## config.mk

```make
export PLATFORM = sky130hd
export DESIGN_NAME = command_frame_builder_fletcher16_core
export DESIGN_NICKNAME = d
export VERILOG_FILES = /design/src/sv/fcb_pkg.sv /design/src/sv/fcb_sum_pipe.sv /design/src/sv/fcb_serialiser.sv /design/src/sv/command_frame_builder_fletcher16_core.sv
export SDC_FILE = /design/constraint.sdc
export NUM_CORES = 1
export LEC_CHECK = 0
export BUFFER_PORTS_ARGS = -buffer_cell sky130_fd_sc_hd__buf_2
export CORE_MARGIN = 1.5
export CORE_UTILIZATION = 60
export CTS_CLUSTER_SIZE = 25
export DETAILED_ROUTE_END_ITERATION = 6
export GPL_TIMING_DRIVEN = 0
export PLACE_DENSITY = 0.83
export SETUP_SLACK_MARGIN = 0.5
export SLEW_MARGIN = 20
export SYNTH_ARGS = -nofsm -noshare
export SYNTH_HDL_FRONTEND = slang
export SYNTH_SLANG_ARGS = --single-unit
```

## constraint.sdc

```tcl
create_clock -name i_clk -period 10.93 [get_ports i_clk]
set_clock_uncertainty 0.15 [all_clocks]
set_input_delay 2.186 -clock i_clk [delete_from_list [all_inputs] [get_ports i_clk]]
set_output_delay 2.186 -clock i_clk [all_outputs]
set_load 0.03 [all_outputs]
```

## src/sv/fcb_pkg.sv

```systemverilog
package fcb_pkg;

    localparam int FRAME_LEN = 12;
    localparam int BODY_LEN  = 10;
    localparam int HALF_LEN  = BODY_LEN / 2;
    localparam int IDX_W     = $clog2(FRAME_LEN);

    localparam logic [7:0] LEN_BYTE = 8'd8;
    localparam logic [7:0] SUM_INIT = 8'hff;

    // widths of the raw sums over one ten-byte body
    localparam int A_W   = 12;
    localparam int PLO_W = 14;
    localparam int PHI_W = 12;
    localparam int B_W   = 15;

    typedef logic [7:0]                t_byte;
    typedef logic [BODY_LEN-1:0][7:0]  t_body;
    typedef logic [FRAME_LEN-1:0][7:0] t_frame;

    typedef struct packed {
        t_body body;
        t_byte chk_hi;
        t_byte chk_lo;
    } t_sum_out;

endpackage

```

## src/sv/fcb_sum_pipe.sv

```systemverilog
module fcb_sum_pipe (
    input  logic             i_clk,
    input  logic             i_rst_n,
    input  logic             i_valid,
    output logic             o_ready,
    input  fcb_pkg::t_body   i_body,
    output logic             o_valid,
    input  logic             i_ready,
    output fcb_pkg::t_sum_out o_data
);
    import fcb_pkg::*;

    // stage 1: sum A and the two halves of the weighted sum B
    logic               r_v1;
    t_body              r_body1;
    logic [A_W-1:0]     r_a1, n_a1;
    logic [PLO_W-1:0]   r_plo1, n_plo1;
    logic [PHI_W-1:0]   r_phi1, n_phi1;

    // stage 2: full B and first end-around fold
    logic               r_v2;
    t_body              r_body2;
    logic [8:0]         r_a2, n_a2;
    logic [8:0]         r_b2, n_b2;
    logic [B_W-1:0]     b_raw;

    // stage 3: second fold
    logic               r_v3;
    t_body              r_body3;
    t_byte              r_hi3, r_lo3, n_hi3, n_lo3;

    logic rdy1, rdy2, rdy3;

    assign rdy3    = !r_v3 || i_ready;
    assign rdy2    = !r_v2 || rdy3;
    assign rdy1    = !r_v1 || rdy2;
    assign o_ready = rdy1;

    always_comb begin
        n_a1   = A_W'(SUM_INIT);
        n_plo1 = '0;
        n_phi1 = '0;
        for (int j = 0; j < BODY_LEN; j++) begin
            n_a1 = n_a1 + A_W'(i_body[j]);
            if (j < HALF_LEN) begin
                n_plo1 = n_plo1 + PLO_W'(BODY_LEN - j) * PLO_W'(i_body[j]);
            end else begin
                n_phi1 = n_phi1 + PHI_W'(BODY_LEN - j) * PHI_W'(i_body[j]);
            end
        end
    end

    always_comb begin
        b_raw = B_W'(int'(SUM_INIT) * (BODY_LEN + 1)) + B_W'(r_plo1) + B_W'(r_phi1);
        n_a2  = 9'(r_a1[7:0]) + 9'(r_a1[A_W-1:8]);
        n_b2  = 9'(b_raw[7:0]) + 9'(b_raw[B_W-1:8]);
    end

    always_comb begin
        n_lo3 = r_a2[7:0] + 8'(r_a2[8]);
        n_hi3 = r_b2[7:0] + 8'(r_b2[8]);
    end

    always_ff @(posedge i_clk) begin
        if (!i_rst_n) begin
            r_v1 <= 1'b0;
            r_v2 <= 1'b0;
            r_v3 <= 1'b0;
        end else begin
            if (rdy1) r_v1 <= i_valid;
            if (rdy2) r_v2 <= r_v1;
            if (rdy3) r_v3 <= r_v2;
        end
    end

    always_ff @(posedge i_clk) begin
        if (rdy1 && i_valid) begin
            r_body1 <= i_body;
            r_a1    <= n_a1;
            r_plo1  <= n_plo1;
            r_phi1  <= n_phi1;
        end
        if (rdy2 && r_v1) begin
            r_body2 <= r_body1;
            r_a2    <= n_a2;
            r_b2    <= n_b2;
        end
        if (rdy3 && r_v2) begin
            r_body3 <= r_body2;
            r_hi3   <= n_hi3;
            r_lo3   <= n_lo3;
        end
    end

    assign o_valid       = r_v3;
    assign o_data.body   = r_body3;
    assign o_data.chk_hi = r_hi3;
    assign o_data.chk_lo = r_lo3;

endmodule

```

## src/sv/fcb_serialiser.sv

```systemverilog
module fcb_serialiser (
    input  logic              i_clk,
    input  logic              i_rst_n,
    input  logic              i_valid,
    output logic              o_ready,
    input  fcb_pkg::t_sum_out i_data,
    output logic              o_valid,
    input  logic              i_ready,
    output logic [7:0]        o_byte,
    output logic              o_last
);
    import fcb_pkg::*;

    logic             r_v;
    logic [IDX_W-1:0] r_idx;
    t_frame           r_buf;
    t_frame           n_buf;
    logic             last, take, load;

    assign last    = (r_idx == IDX_W'(FRAME_LEN - 1));
    assign take    = r_v && i_ready;
    assign o_ready = !r_v || (take && last);
    assign load    = i_valid && o_ready;

    always_comb begin
        for (int k = 0; k < BODY_LEN; k++) begin
            n_buf[k] = i_data.body[k];
        end
        n_buf[BODY_LEN]     = i_data.chk_hi;
        n_buf[BODY_LEN + 1] = i_data.chk_lo;
    end

    always_ff @(posedge i_clk) begin
        if (!i_rst_n) begin
            r_v   <= 1'b0;
            r_idx <= '0;
        end else if (load) begin
            r_v   <= 1'b1;
            r_idx <= '0;
        end else if (take) begin
            if (last) begin
                r_v   <= 1'b0;
                r_idx <= '0;
            end else begin
                r_idx <= r_idx + 1'b1;
            end
        end
    end

    always_ff @(posedge i_clk) begin
        if (load) r_buf <= n_buf;
    end

    assign o_valid = r_v;
    assign o_byte  = r_buf[r_idx];
    assign o_last  = last;

endmodule

```

## src/sv/command_frame_builder_fletcher16_core.sv

```systemverilog
// Command frame builder. Each accepted command (command byte plus two signed
// 32-bit values) yields a 12-byte frame on the byte-wide output: command
// byte, length byte 8, both values big-endian, then the Fletcher-16
// checksum of the first ten bytes, high byte first; o_frame_end marks the
// last byte. The checksum is computed in a three-stage pipeline and the
// frame is then shifted out one byte per cycle while the output is ready,
// so the byte-wide output sets the sustained command rate. The serialiser
// loads the next command in the same cycle as the last byte of the previous
// frame is taken, and up to four commands may be in flight. Each frame's
// bytes pass the pipeline stages and then the serialiser's buffer.
module command_frame_builder_fletcher16_core (
    input  logic        i_clk,
    input  logic        i_rst_n,
    input  logic        i_in_valid,
    output logic        o_in_ready,
    input  logic [7:0]  i_command_code,
    input  logic signed [31:0] i_first_value,
    input  logic signed [31:0] i_second_value,
    output logic        o_out_valid,
    input  logic        i_out_ready,
    output logic [7:0]  o_frame_byte,
    output logic        o_frame_end
);
    import fcb_pkg::*;

    t_body    body;
    t_sum_out sum_data;
    logic     sum_valid, ser_ready;

    always_comb begin
        body[0] = i_command_code;
        body[1] = LEN_BYTE;
        for (int k = 0; k < 4; k++) begin
            body[2 + k] = i_first_value[31 - 8*k -: 8];
            body[6 + k] = i_second_value[31 - 8*k -: 8];
        end
    end

    fcb_sum_pipe u_sum (
        .i_clk   (i_clk),
        .i_rst_n (i_rst_n),
        .i_valid (i_in_valid),
        .o_ready (o_in_ready),
        .i_body  (body),
        .o_valid (sum_valid),
        .i_ready (ser_ready),
        .o_data  (sum_data)
    );

    fcb_serialiser u_ser (
        .i_clk   (i_clk),
        .i_rst_n (i_rst_n),
        .i_valid (sum_valid),
        .o_ready (ser_ready),
        .i_data  (sum_data),
        .o_valid (o_out_valid),
        .i_ready (i_out_ready),
        .o_byte  (o_frame_byte),
        .o_last  (o_frame_end)
    );

endmodule

```

==> impl_metrics.yaml, run 1 <==
status:
  outcome: "finished clean"
route:
  via_count: 10340
  drt_iter0_drc: 818
  viasPerCell: 5.682
  ant_nets: 0
  wl_mm: 39.01
  route.detailed.drc: 0
  wire_per_inst_um: 21.45
  drtPass1Iterations: 7
min_path:
  hold_path_class: "reg -> reg"
  hold_end: "u_sum.r_body2[46]$_DFFE_PP_"
  hp-start: "u_sum.r_body1[46]$_DFFE_PP_"
  hold_path_depth: 0
worst_setup_path:
  r2r-start: "u_sum.r_phi1[1]$_DFFE_PP_"
  crit_required_ns: 11.05
  startpoint_type: "input pin"
  cp_slowest_stage_delay_ns: 0.52
  r2r_end: "u_sum.r_b2[6]$_DFFE_PP_"
  criticalPathCategory: "in -> reg"
  crit_arrival_ns: 7.10
  reg2reg_slack_ns: 6.88
  end_kind: "flip-flop"
  critPathSlowestCell: "fa_1"
  crit_fanout: 7
  worstRegToRegCells: 15
  critical_path.cell_chain: "buf_2 -> ha_1 -> ha_1 -> inv_1 -> fa_1 -> nor2b_1 -> o31ai_1 -> xnor2_1 -> nand3_1 -> xnor2_1 -> fa_1 -> ha_1 -> inv_1 -> fa_1 -> inv_1 -> ha_1 -> a211oi_1 -> o2111ai_1 -> a41o_1 -> a21oi_1 -> xnor2_1"
  crit_top_cell: "ha_1"
floorplan:
  die_area_mm2: 0.03316
  rows: 65
  die_w_um: 182.1
  core_mm2: 0.03156
  start_util: 0.6099
  ios: 87
  die_h_um: 182.1
clock_network:
  clock_latency_ns: 0.53
  cts_root_buf: "clkbuf_16"
  cts.path.max_buffers: 3
  clock-sinks: 383
  postCtsResizedCells: 0
  holdBufCountCts: 0
  numCtsBuffers: 39
  h-tree-depth: 2
  cts_tree: "done"
  path_clk_slew_ns: 0.06
  post_cts_buffers: 0
timing:
  fin_crit_ns: 6.988
  clock.fmax_mhz: 143.1
  finalHoldViolations: 0
  final_max_slew_viol_count: 0
  min_period_over_period: 0.6394
  relSlewSlack: 0.4501
  setup_violations: 0
  tightestPinTransition_ns: 0.8249
  rsz0062_at_grt: "no"
logic_synthesis:
  synth-xor-area-share: 0.03322
  synthMuxAreaShare: 0.02763
  synth_fa_ha_area_frac: 0.2125
  ys_seq_elements: 383
  syn_area_mm2: 0.01925
  avgSynthCellArea_um2: 15.41
  synth_compound_area_frac: 0.05201
  ys.flop_type: "edfxtp_1"
  async_flop_share: 0
  synth_top_family_by_area: "adder cells"
  syn_nets: 1575
  synth_warnings: 0
  yosys.area_share.simple: 0.04128
  synth_most_common_cell: "edfxtp_1"
  synth_area_leaders: "edfxtp_1, fa_1, ha_1"
  syn_inst: 1249
  synth.largest_area_cell: "edfxtp_1"
  synth-edff-count: 375
  yosys-top-cells-count: "edfxtp_1, inv_1, fa_1, ha_1, xnor2_1"
  synth_cell_types: 60
  synth_top_area_share: 0.5851
  yosysSeqAreaShare: 0.5934
power_and_ir_drop:
  ir_drop_uv: 311.4
  power.density_mw_per_mm2: 304.0
  power_mw: 6.620
  leakage_nw: 8.512
place:
  port_buffers: 86
  hpwl_mm: 28.52
  place_area_mm2: 0.02059
  routabilityCongestion: 0.8910
layout:
  areaGrowthSynthToFinish_pct: 13.13
  final_nets: 1717
  fin_util: 0.6900
  design_area_mm2: 0.02177
  diodes: 0
  final_layout_size_suffix_gt1_frac: 0.1348
flow_run:
  drv_cap: 0
grt:
  grt_max_degree: 52
  grt_pass1_wl_mm: 60.98
  grt_pass1_vias: 10710
  grt.overflow.total: 0
  grt_usage: 0.2472
  antenna_found_initial: 1
## critical path: cells and delay by family
family,cells,cell delay [ns]
compound gates,5,1.10
xor+xnor,3,0.67
fa+ha+maj,7,2.46
buf+inv,4,0.34
simple gates,2,0.33
## layout by cell type (no fill, tap or decap), drive strengths merged, types with 17 or more instances in the layout
master  instances
a21o           17
a21oi          38
buf           107
clkbuf         55
edfxtp        375
fa            128
ha            122
inv           190
nand2          24
nor2           42
o21ai          35
xnor2          54
xor2           19
## final cells by class
cell class	count	area, um2
flip-flops and latches	383	11420
fillers	2063	9782
multi-input cells	666	7096
clock buffers	48	1031
repair buffers	101	808.3
inverters	187	701.9
well taps	402	503.0
clock inverters	19	148.9
plain buffers	13	63.81
## sequential cells by signal, summed over array words and instances (netlist names)
name,cells
u_sum.r_a2,9
u_sum.r_b2,9
u_sum.o_data,72
u_sum.r_v2,1
u_ser.o_valid,1
u_ser.r_buf,88
u_sum.r_lo3,8
u_ser.r_idx,4
u_sum.r_plo1,14
u_sum.r_body2,72
u_sum.r_hi3,8
u_sum.o_valid,1
u_sum.r_body1,71
u_sum.r_a1,12
u_sum.r_v1,1
u_sum.r_phi1,12
## layer usage
layer,track usage,share of wire
met5,0,0.00026
met4,0.05950,0.019
met3,0.03891,0.063
met2,0.4211,0.50
met1,0.3387,0.41
## per-stage QoR
stage,setup WS (ns),cells,setup TNS (ns),hold slack (ns)
floorplan,1.278,1249,0,0.2503
global placement,-2.078,1737,-242.69,0.2510
detailed placement,3.395,1752,0,0.2545
CTS,3.920,1819,0,0.2625
global route,3.525,1819,0,0.2704
finish,3.942,1819,0,0.2615
## kinds of logic (layout without fill, tap and decap cells)
family,count (synthesis),after routing
compound gates,154,154
xor+xnor,73,73
fa+ha+maj,250,250
buf+inv,200,368
flops,383,383
mux,33,33
other cells,1,1
simple gates,155,155
## how the worst max path moves through the flow
stage,endpoint,start,depth (start not counted)
after floorplan,u_sum.r_a2[0]$_DFFE_PP_,i_out_ready,2
after global placement,u_sum.r_body2[63]$_DFFE_PP_,i_out_ready,3
after detailed placement,u_sum.r_plo1[12]$_DFFE_PP_,i_command_code[1],21
after CTS,u_sum.r_plo1[12]$_DFFE_PP_,i_command_code[1],21
after global routing,u_sum.r_plo1[12]$_DFFE_PP_,i_command_code[1],21
final,u_sum.r_plo1[12]$_DFFE_PP_,i_command_code[1],21
## power by group
group | switching [mW] | leakage, nW | internal [mW]
clock network | 0.545 | 0.570 | 0.699
logic | 1.89 | 4.35 | 1.44
registers | 0.0704 | 3.59 | 1.98
total | 2.50 | 8.51 | 4.12
(Power assumes the default switching activity.)
==> run 2: changes to the inputs <==
- CORE_UTILIZATION: 60 -> 56
- PLACE_DENSITY: 0.83 -> 0.81
- clock period: 10.93 -> 6.2 ns (I/O delays scaled with it)
==> run 2 against run 1 <==
Compared with the run above: total power increased by 85%; routed wire length about the same; sequential share of layout area down 1.0 points; flip-flop and latch count unchanged; sequential power up 77%; clock power rose by 83%; die area increased by 7.0%; largest cell class unchanged.
==> impl_metrics.yaml, run 2 (synthesized netlist as in run 1, its figures left out) <==
timing:
  setup_violations: 0
  relSlewSlack: 0.3822
  final_max_slew_viol_count: 0
  finalHoldViolations: 0
  tightestPinTransition_ns: 0.9266
  clock.fmax_mhz: 176.4
  rsz0062_at_grt: "no"
  layout_setup_ws_ns: 0.5309
  min_period_over_period: 0.9144
  fin_crit_ns: 5.669
  hold_slack_ns: 0.2616
route:
  via_count: 10390
  wire_per_inst_um: 20.74
  drtPass1Iterations: 5
  wl_mm: 38.99
  drt_iter0_drc: 842
  ant_nets: 0
  viasPerCell: 5.525
  route.detailed.drc: 0
worst_setup_path:
  critical_path.cell_chain: "buf_6 -> inv_1 -> ha_1 -> inv_1 -> or3_1 -> xnor2_1 -> fa_1 -> inv_1 -> fa_1 -> fa_1 -> inv_1 -> fa_1 -> ha_1 -> nand2_1 -> a211oi_1 -> a211oi_1 -> nor2_1 -> a211oi_1"
  end_kind: "flip-flop"
  crit_arrival_ns: 5.85
  crit_family: "adder cells"
  worst-path-buf-inv: 5
  r2r-start: "u_sum.r_plo1[1]$_DFFE_PP_"
  crit_required_ns: 6.38
  crit_start: "i_command_code[0]"
  criticalPathCategory: "in -> reg"
  cp_slowest_stage_delay_ns: 0.55
  worstRegToRegCells: 15
  crit_fanout: 8
  crit_cells: 18
  startpoint_type: "input pin"
  critPathSlowestCell: "fa_1"
floorplan:
  die_w_um: 188.4
  ios: 87
  core_mm2: 0.03370
  start_util: 0.5711
  die_area_mm2: 0.03549
  die_h_um: 188.4
  rows: 67
layout:
  final_nets: 1726
  final_layout_size_suffix_gt1_frac: 0.1691
  largest_reg_flops: 88
  finalNonFillerCells: 1880
  largest_register: "u_ser.r_buf"
  fillCellCount: 2293
  areaGrowthSynthToFinish_pct: 15.40
  final_cell_mix: "edfxtp_1, inv_1, fa_1"
  layout_commonest_cell: "edfxtp_1"
grt:
  grt_usage: 0.2274
  use_met1: 0.3051
  grt_busiest_layer: "met2"
  antenna_found_initial: 3
  met3_usage: 0.04060
  grt.overflow.total: 0
  grt_max_degree: 48
  grt_pass1_wl_mm: 60.34
  grt_pass1_vias: 10880
  grt.met2_usage: 0.3748
place:
  routabilityCongestion: 0.9172
  port_buffers: 86
  dp.cells: 1797
  dpl_worst_slack_ns: -0.1617
  hpwl_mm: 28.85
clock_network:
  clock-sinks: 383
  holdBufCountCts: 0
  cts_tree: "done"
  h-tree-depth: 2
  cts.path.max_buffers: 3
  clock_latency_ns: 0.55
  cts_root_buf: "clkbuf_16"
  path_clk_slew_ns: 0.06
  numCtsBuffers: 39
min_path:
  hp-start: "u_sum.o_data[57]$_DFFE_PP_"
  hold_path_depth: 0
  hold_path_class: "reg -> reg"
power_and_ir_drop:
  ir_drop_uv: 708.8
  leakage_nw: 8.641
  p_sw_frac: 0.3781
  p_seq_frac: 0.296
  p_switching_mw: 4.622
  power_mw: 12.23
  p_int_mw: 7.604
  combPwrFrac: 0.519
  power.density_mw_per_mm2: 550.5
  pwr-share-clk: 0.185
status:
  outcome: "finished clean"
flow_run:
  drv_cap: 0
[run 2: changes by cell type in the layout (fill, tap and decap cells not counted), sizes merged]
cell      delta
clkinvlp     +1
buf         +11
clkbuf       -3
clkinv       +5
bufinv       +2
inv          -2
diode        +1
[run 2: area by class of cell]
type                    instances  area (um2)  area share
plain buffers                  13       75.07    0.003380
multi-input cells             666        7333      0.3302
inverters                     187       701.9     0.03160
clock buffers                  47        1006     0.04529
diodes                          1       2.502   0.0001127
well taps                     448       560.5     0.02524
clock inverters                25       245.2     0.01104
repair buffers                110       864.6     0.03893
flip-flops and latches        383       11420      0.5142
[run 2: repair_timing]
action,in CTS,in global routing
setup endpoints to repair,4,8
pin swaps,1,25
gates resized for setup,3,52
setup buffers,2,8
[run 2: per-layer routing]
layer,vias up,part of all wire
li1,4748,-
met1,5141,0.41
met5,-,0.00059
met2,389,0.48
met4,4,0.041
met3,105,0.069
[run 2: final timing paths]
path	end	slack, ns
worst max register to register	u_sum.r_b2[6]$_DFFE_PP_	2.16
worst max-delay path	u_sum.r_a1[9]$_DFFE_PP_	0.53
worst min register to register	u_ser.r_buf[41]$_DFFE_PP_	0.26
worst min-delay path	u_ser.r_buf[41]$_DFFE_PP_	0.26
[run 2: through the flow]
step,setup TNS (ns),area (um2),utilization
2_1_floorplan,0,19300,-
3_3_place_gp,-95.31,20290,0.6022
3_5_place_dp,-0.2456,20650,0.6129
4_1_cts,0,21930,0.6507
5_1_grt,0,22210,0.6590
6_report,0,22210,0.6591
[run 2: power groups by stage]
stage               combinational, mW  clock (mW)  sequential [mW]
floorplan                        4.47           0             3.63
global placement                 5.55           0             3.66
detailed placement               5.76           0             3.67
CTS                              5.90        2.31             3.62
global route                     7.03        2.41             3.64
finish                           6.34        2.27             3.62
==> run 3: changes to the inputs <==
- CORE_MARGIN: 1.5 -> 3
==> run 3 against run 2 <==
Compared with the run above: design area hardly changed; setup slack better by 0.0072 ns; critical path depth stayed put; fmax is 0.13% higher; non-clock buffer count is 5 lower; via count is 0.98% lower; global-route usage is 1.1 points lower; hold slack worse by 0.0016 ns; largest power group unchanged; highest routed layer unchanged; combinational power is 2% lower; clock power is 2% higher; critical path type unchanged; first-iteration DRC count is 23% lower; sequential power hardly changed.
==> impl_metrics.yaml, run 3 (synthesized netlist as in run 1, its figures left out) <==
clock_network:
  numCtsBuffers: 39
  clock-sinks: 383
  cts_tree: "done"
  cts_root_buf: "clkbuf_16"
  holdBufCountCts: 0
  clock_latency_ns: 0.52
  h-tree-depth: 2
  path_clk_slew_ns: 0.06
  cts.path.max_buffers: 3
timing:
  hold_slack_ns: 0.2600
  final_max_slew_viol_count: 0
  finalHoldViolations: 0
  setup_violations: 0
  min_period_over_period: 0.9132
  relSlewSlack: 0.4415
  rsz0062_at_grt: "yes"
  tightestPinTransition_ns: 0.8377
  clock.fmax_mhz: 176.6
  fin_crit_ns: 5.662
route:
  met2_length_mm: 18.32
  viasPerCell: 5.494
  drt_iter0_drc: 651
  via_count: 10290
  drtPass1Iterations: 7
  route.detailed.drc: 0
  wl_mm: 38.08
  dr_wl_met3_mm: 2.547
  top_layer_used: "met5"
  wire_per_inst_um: 20.34
  ant_nets: 0
  wl_met1_mm: 15.76
worst_setup_path:
  crit_required_ns: 6.30
  crit_fanout: 8
  reg2reg_slack_ns: 2.25
  worstRegToRegCells: 15
  criticalPathCategory: "in -> reg"
  end_kind: "flip-flop"
  r2r_end: "u_sum.r_b2[6]$_DFFE_PP_"
  crit_start: "i_command_code[2]"
  crit_arrival_ns: 5.76
  r2r-start: "u_sum.r_plo1[1]$_DFFE_PP_"
  endpoint: "u_sum.r_a1[9]$_DFFE_PP_"
  startpoint_type: "input pin"
power_and_ir_drop:
  ir_drop_uv: 534.9
  power.density_mw_per_mm2: 545.5
  power_mw: 12.12
  leakage_nw: 8.647
status:
  outcome: "finished clean"
layout:
  largest_reg_flops: 88
  fin_util: 0.6593
  largest_register: "u_ser.r_buf"
  layout_commonest_cell: "edfxtp_1"
  areaGrowthSynthToFinish_pct: 15.44
  final_cell_mix: "edfxtp_1, inv_1, fa_1"
  final_nets: 1721
  final_layout_size_suffix_gt1_frac: 0.1665
flow_run:
  drv_cap: 0
place:
  hpwl_mm: 28.93
  routabilityCongestion: 0.9243
  port_buffers: 86
floorplan:
  core_mm2: 0.03370
  die_area_mm2: 0.03663
  start_util: 0.5711
  die_w_um: 191.4
  rows: 67
  die_h_um: 191.4
  ios: 87
grt:
  grt_max_degree: 48
  antenna_found_initial: 5
  grt.overflow.total: 0
  grt_pass1_vias: 10610
  grt_usage: 0.2164
  grt_pass1_wl_mm: 59.33
min_path:
  hold_path_depth: 0
  hp-start: "u_sum.r_body1[16]$_DFFE_PP_"
  hold_path_class: "reg -> reg"
==> run 3: cell type report <==
type	count	area (um2)
diodes	1	2.502
plain buffers	13	71.32
clock buffers	42	1030
clock inverters	27	252.7
fillers	2350	11480
inverters	187	701.9
multi-input cells	666	7317
flip-flops and latches	383	11420
well taps	448	560.5
repair buffers	105	860.8
==> run 3: worst min path at each step <==
stage,end
6_report,u_sum.r_body2[16]$_DFFE_PP_
5_1_grt,u_sum.o_data[73]$_DFFE_PP_
4_1_cts,u_sum.o_data[73]$_DFFE_PP_
3_5_place_dp,u_ser.r_buf[25]$_DFFE_PP_
3_3_place_gp,u_sum.o_data[65]$_DFFE_PP_
2_1_floorplan,u_ser.r_buf[0]$_DFFE_PP_
==> run 3: worst max-delay path, cell delays in order <==
cell	delay, ns
buf_4	0.17
or3_4	0.39
or2_4	0.27
nor4_2	0.25
xnor2_1	0.12
fa_1	0.49
inv_1	0.05
fa_1	0.38
fa_1	0.48
fa_1	0.56
inv_1	0.07
ha_1	0.29
buf_4	0.17
a21oi_4	0.16
nand2_1	0.11
or3_1	0.34
o2111ai_1	0.12
a211oi_1	0.09
==> run 3: report_power, final <==
part	switching [mW]	total, mW	internal, mW
Combinational	3.47	6.20	2.72
Sequential	0.118	3.61	3.49
Clock	0.939	2.31	1.37
Total	4.53	12.1	7.59
==> run 3: per-layer routing <==
| metal | up-vias | GRT usage |
|---|---|---|
| met2 | 338 | 0.3513 |
| met3 | 83 | 0.04163 |
| met5 | - | 0 |
| met1 | 5115 | 0.2967 |
| li1 | 4743 | - |
| met4 | 6 | 0.07536 |
==> run 3: metrics by stage <==
step | TNS (ns) | setup WS (ns) | area [um2] | std cells
after floorplan | 0 | 0.5029 | 19300 | 1249
after CTS | 0 | 0.4707 | 21990 | 1868
after global placement | -100.72 | -0.9311 | 20290 | 1783
after global routing | 0 | 0.4242 | 22220 | 1872
after detailed placement | -0.2047 | -0.1195 | 20700 | 1798
final | 0 | 0.5380 | 22220 | 1872
==> run 3: timing repair <==
action,in CTS,in global routing
pin swaps,1,23
endpoints found under the setup margin,2,8
hold endpoints to repair,0,0
gates resized for setup,1,48
buffers inserted,1,3
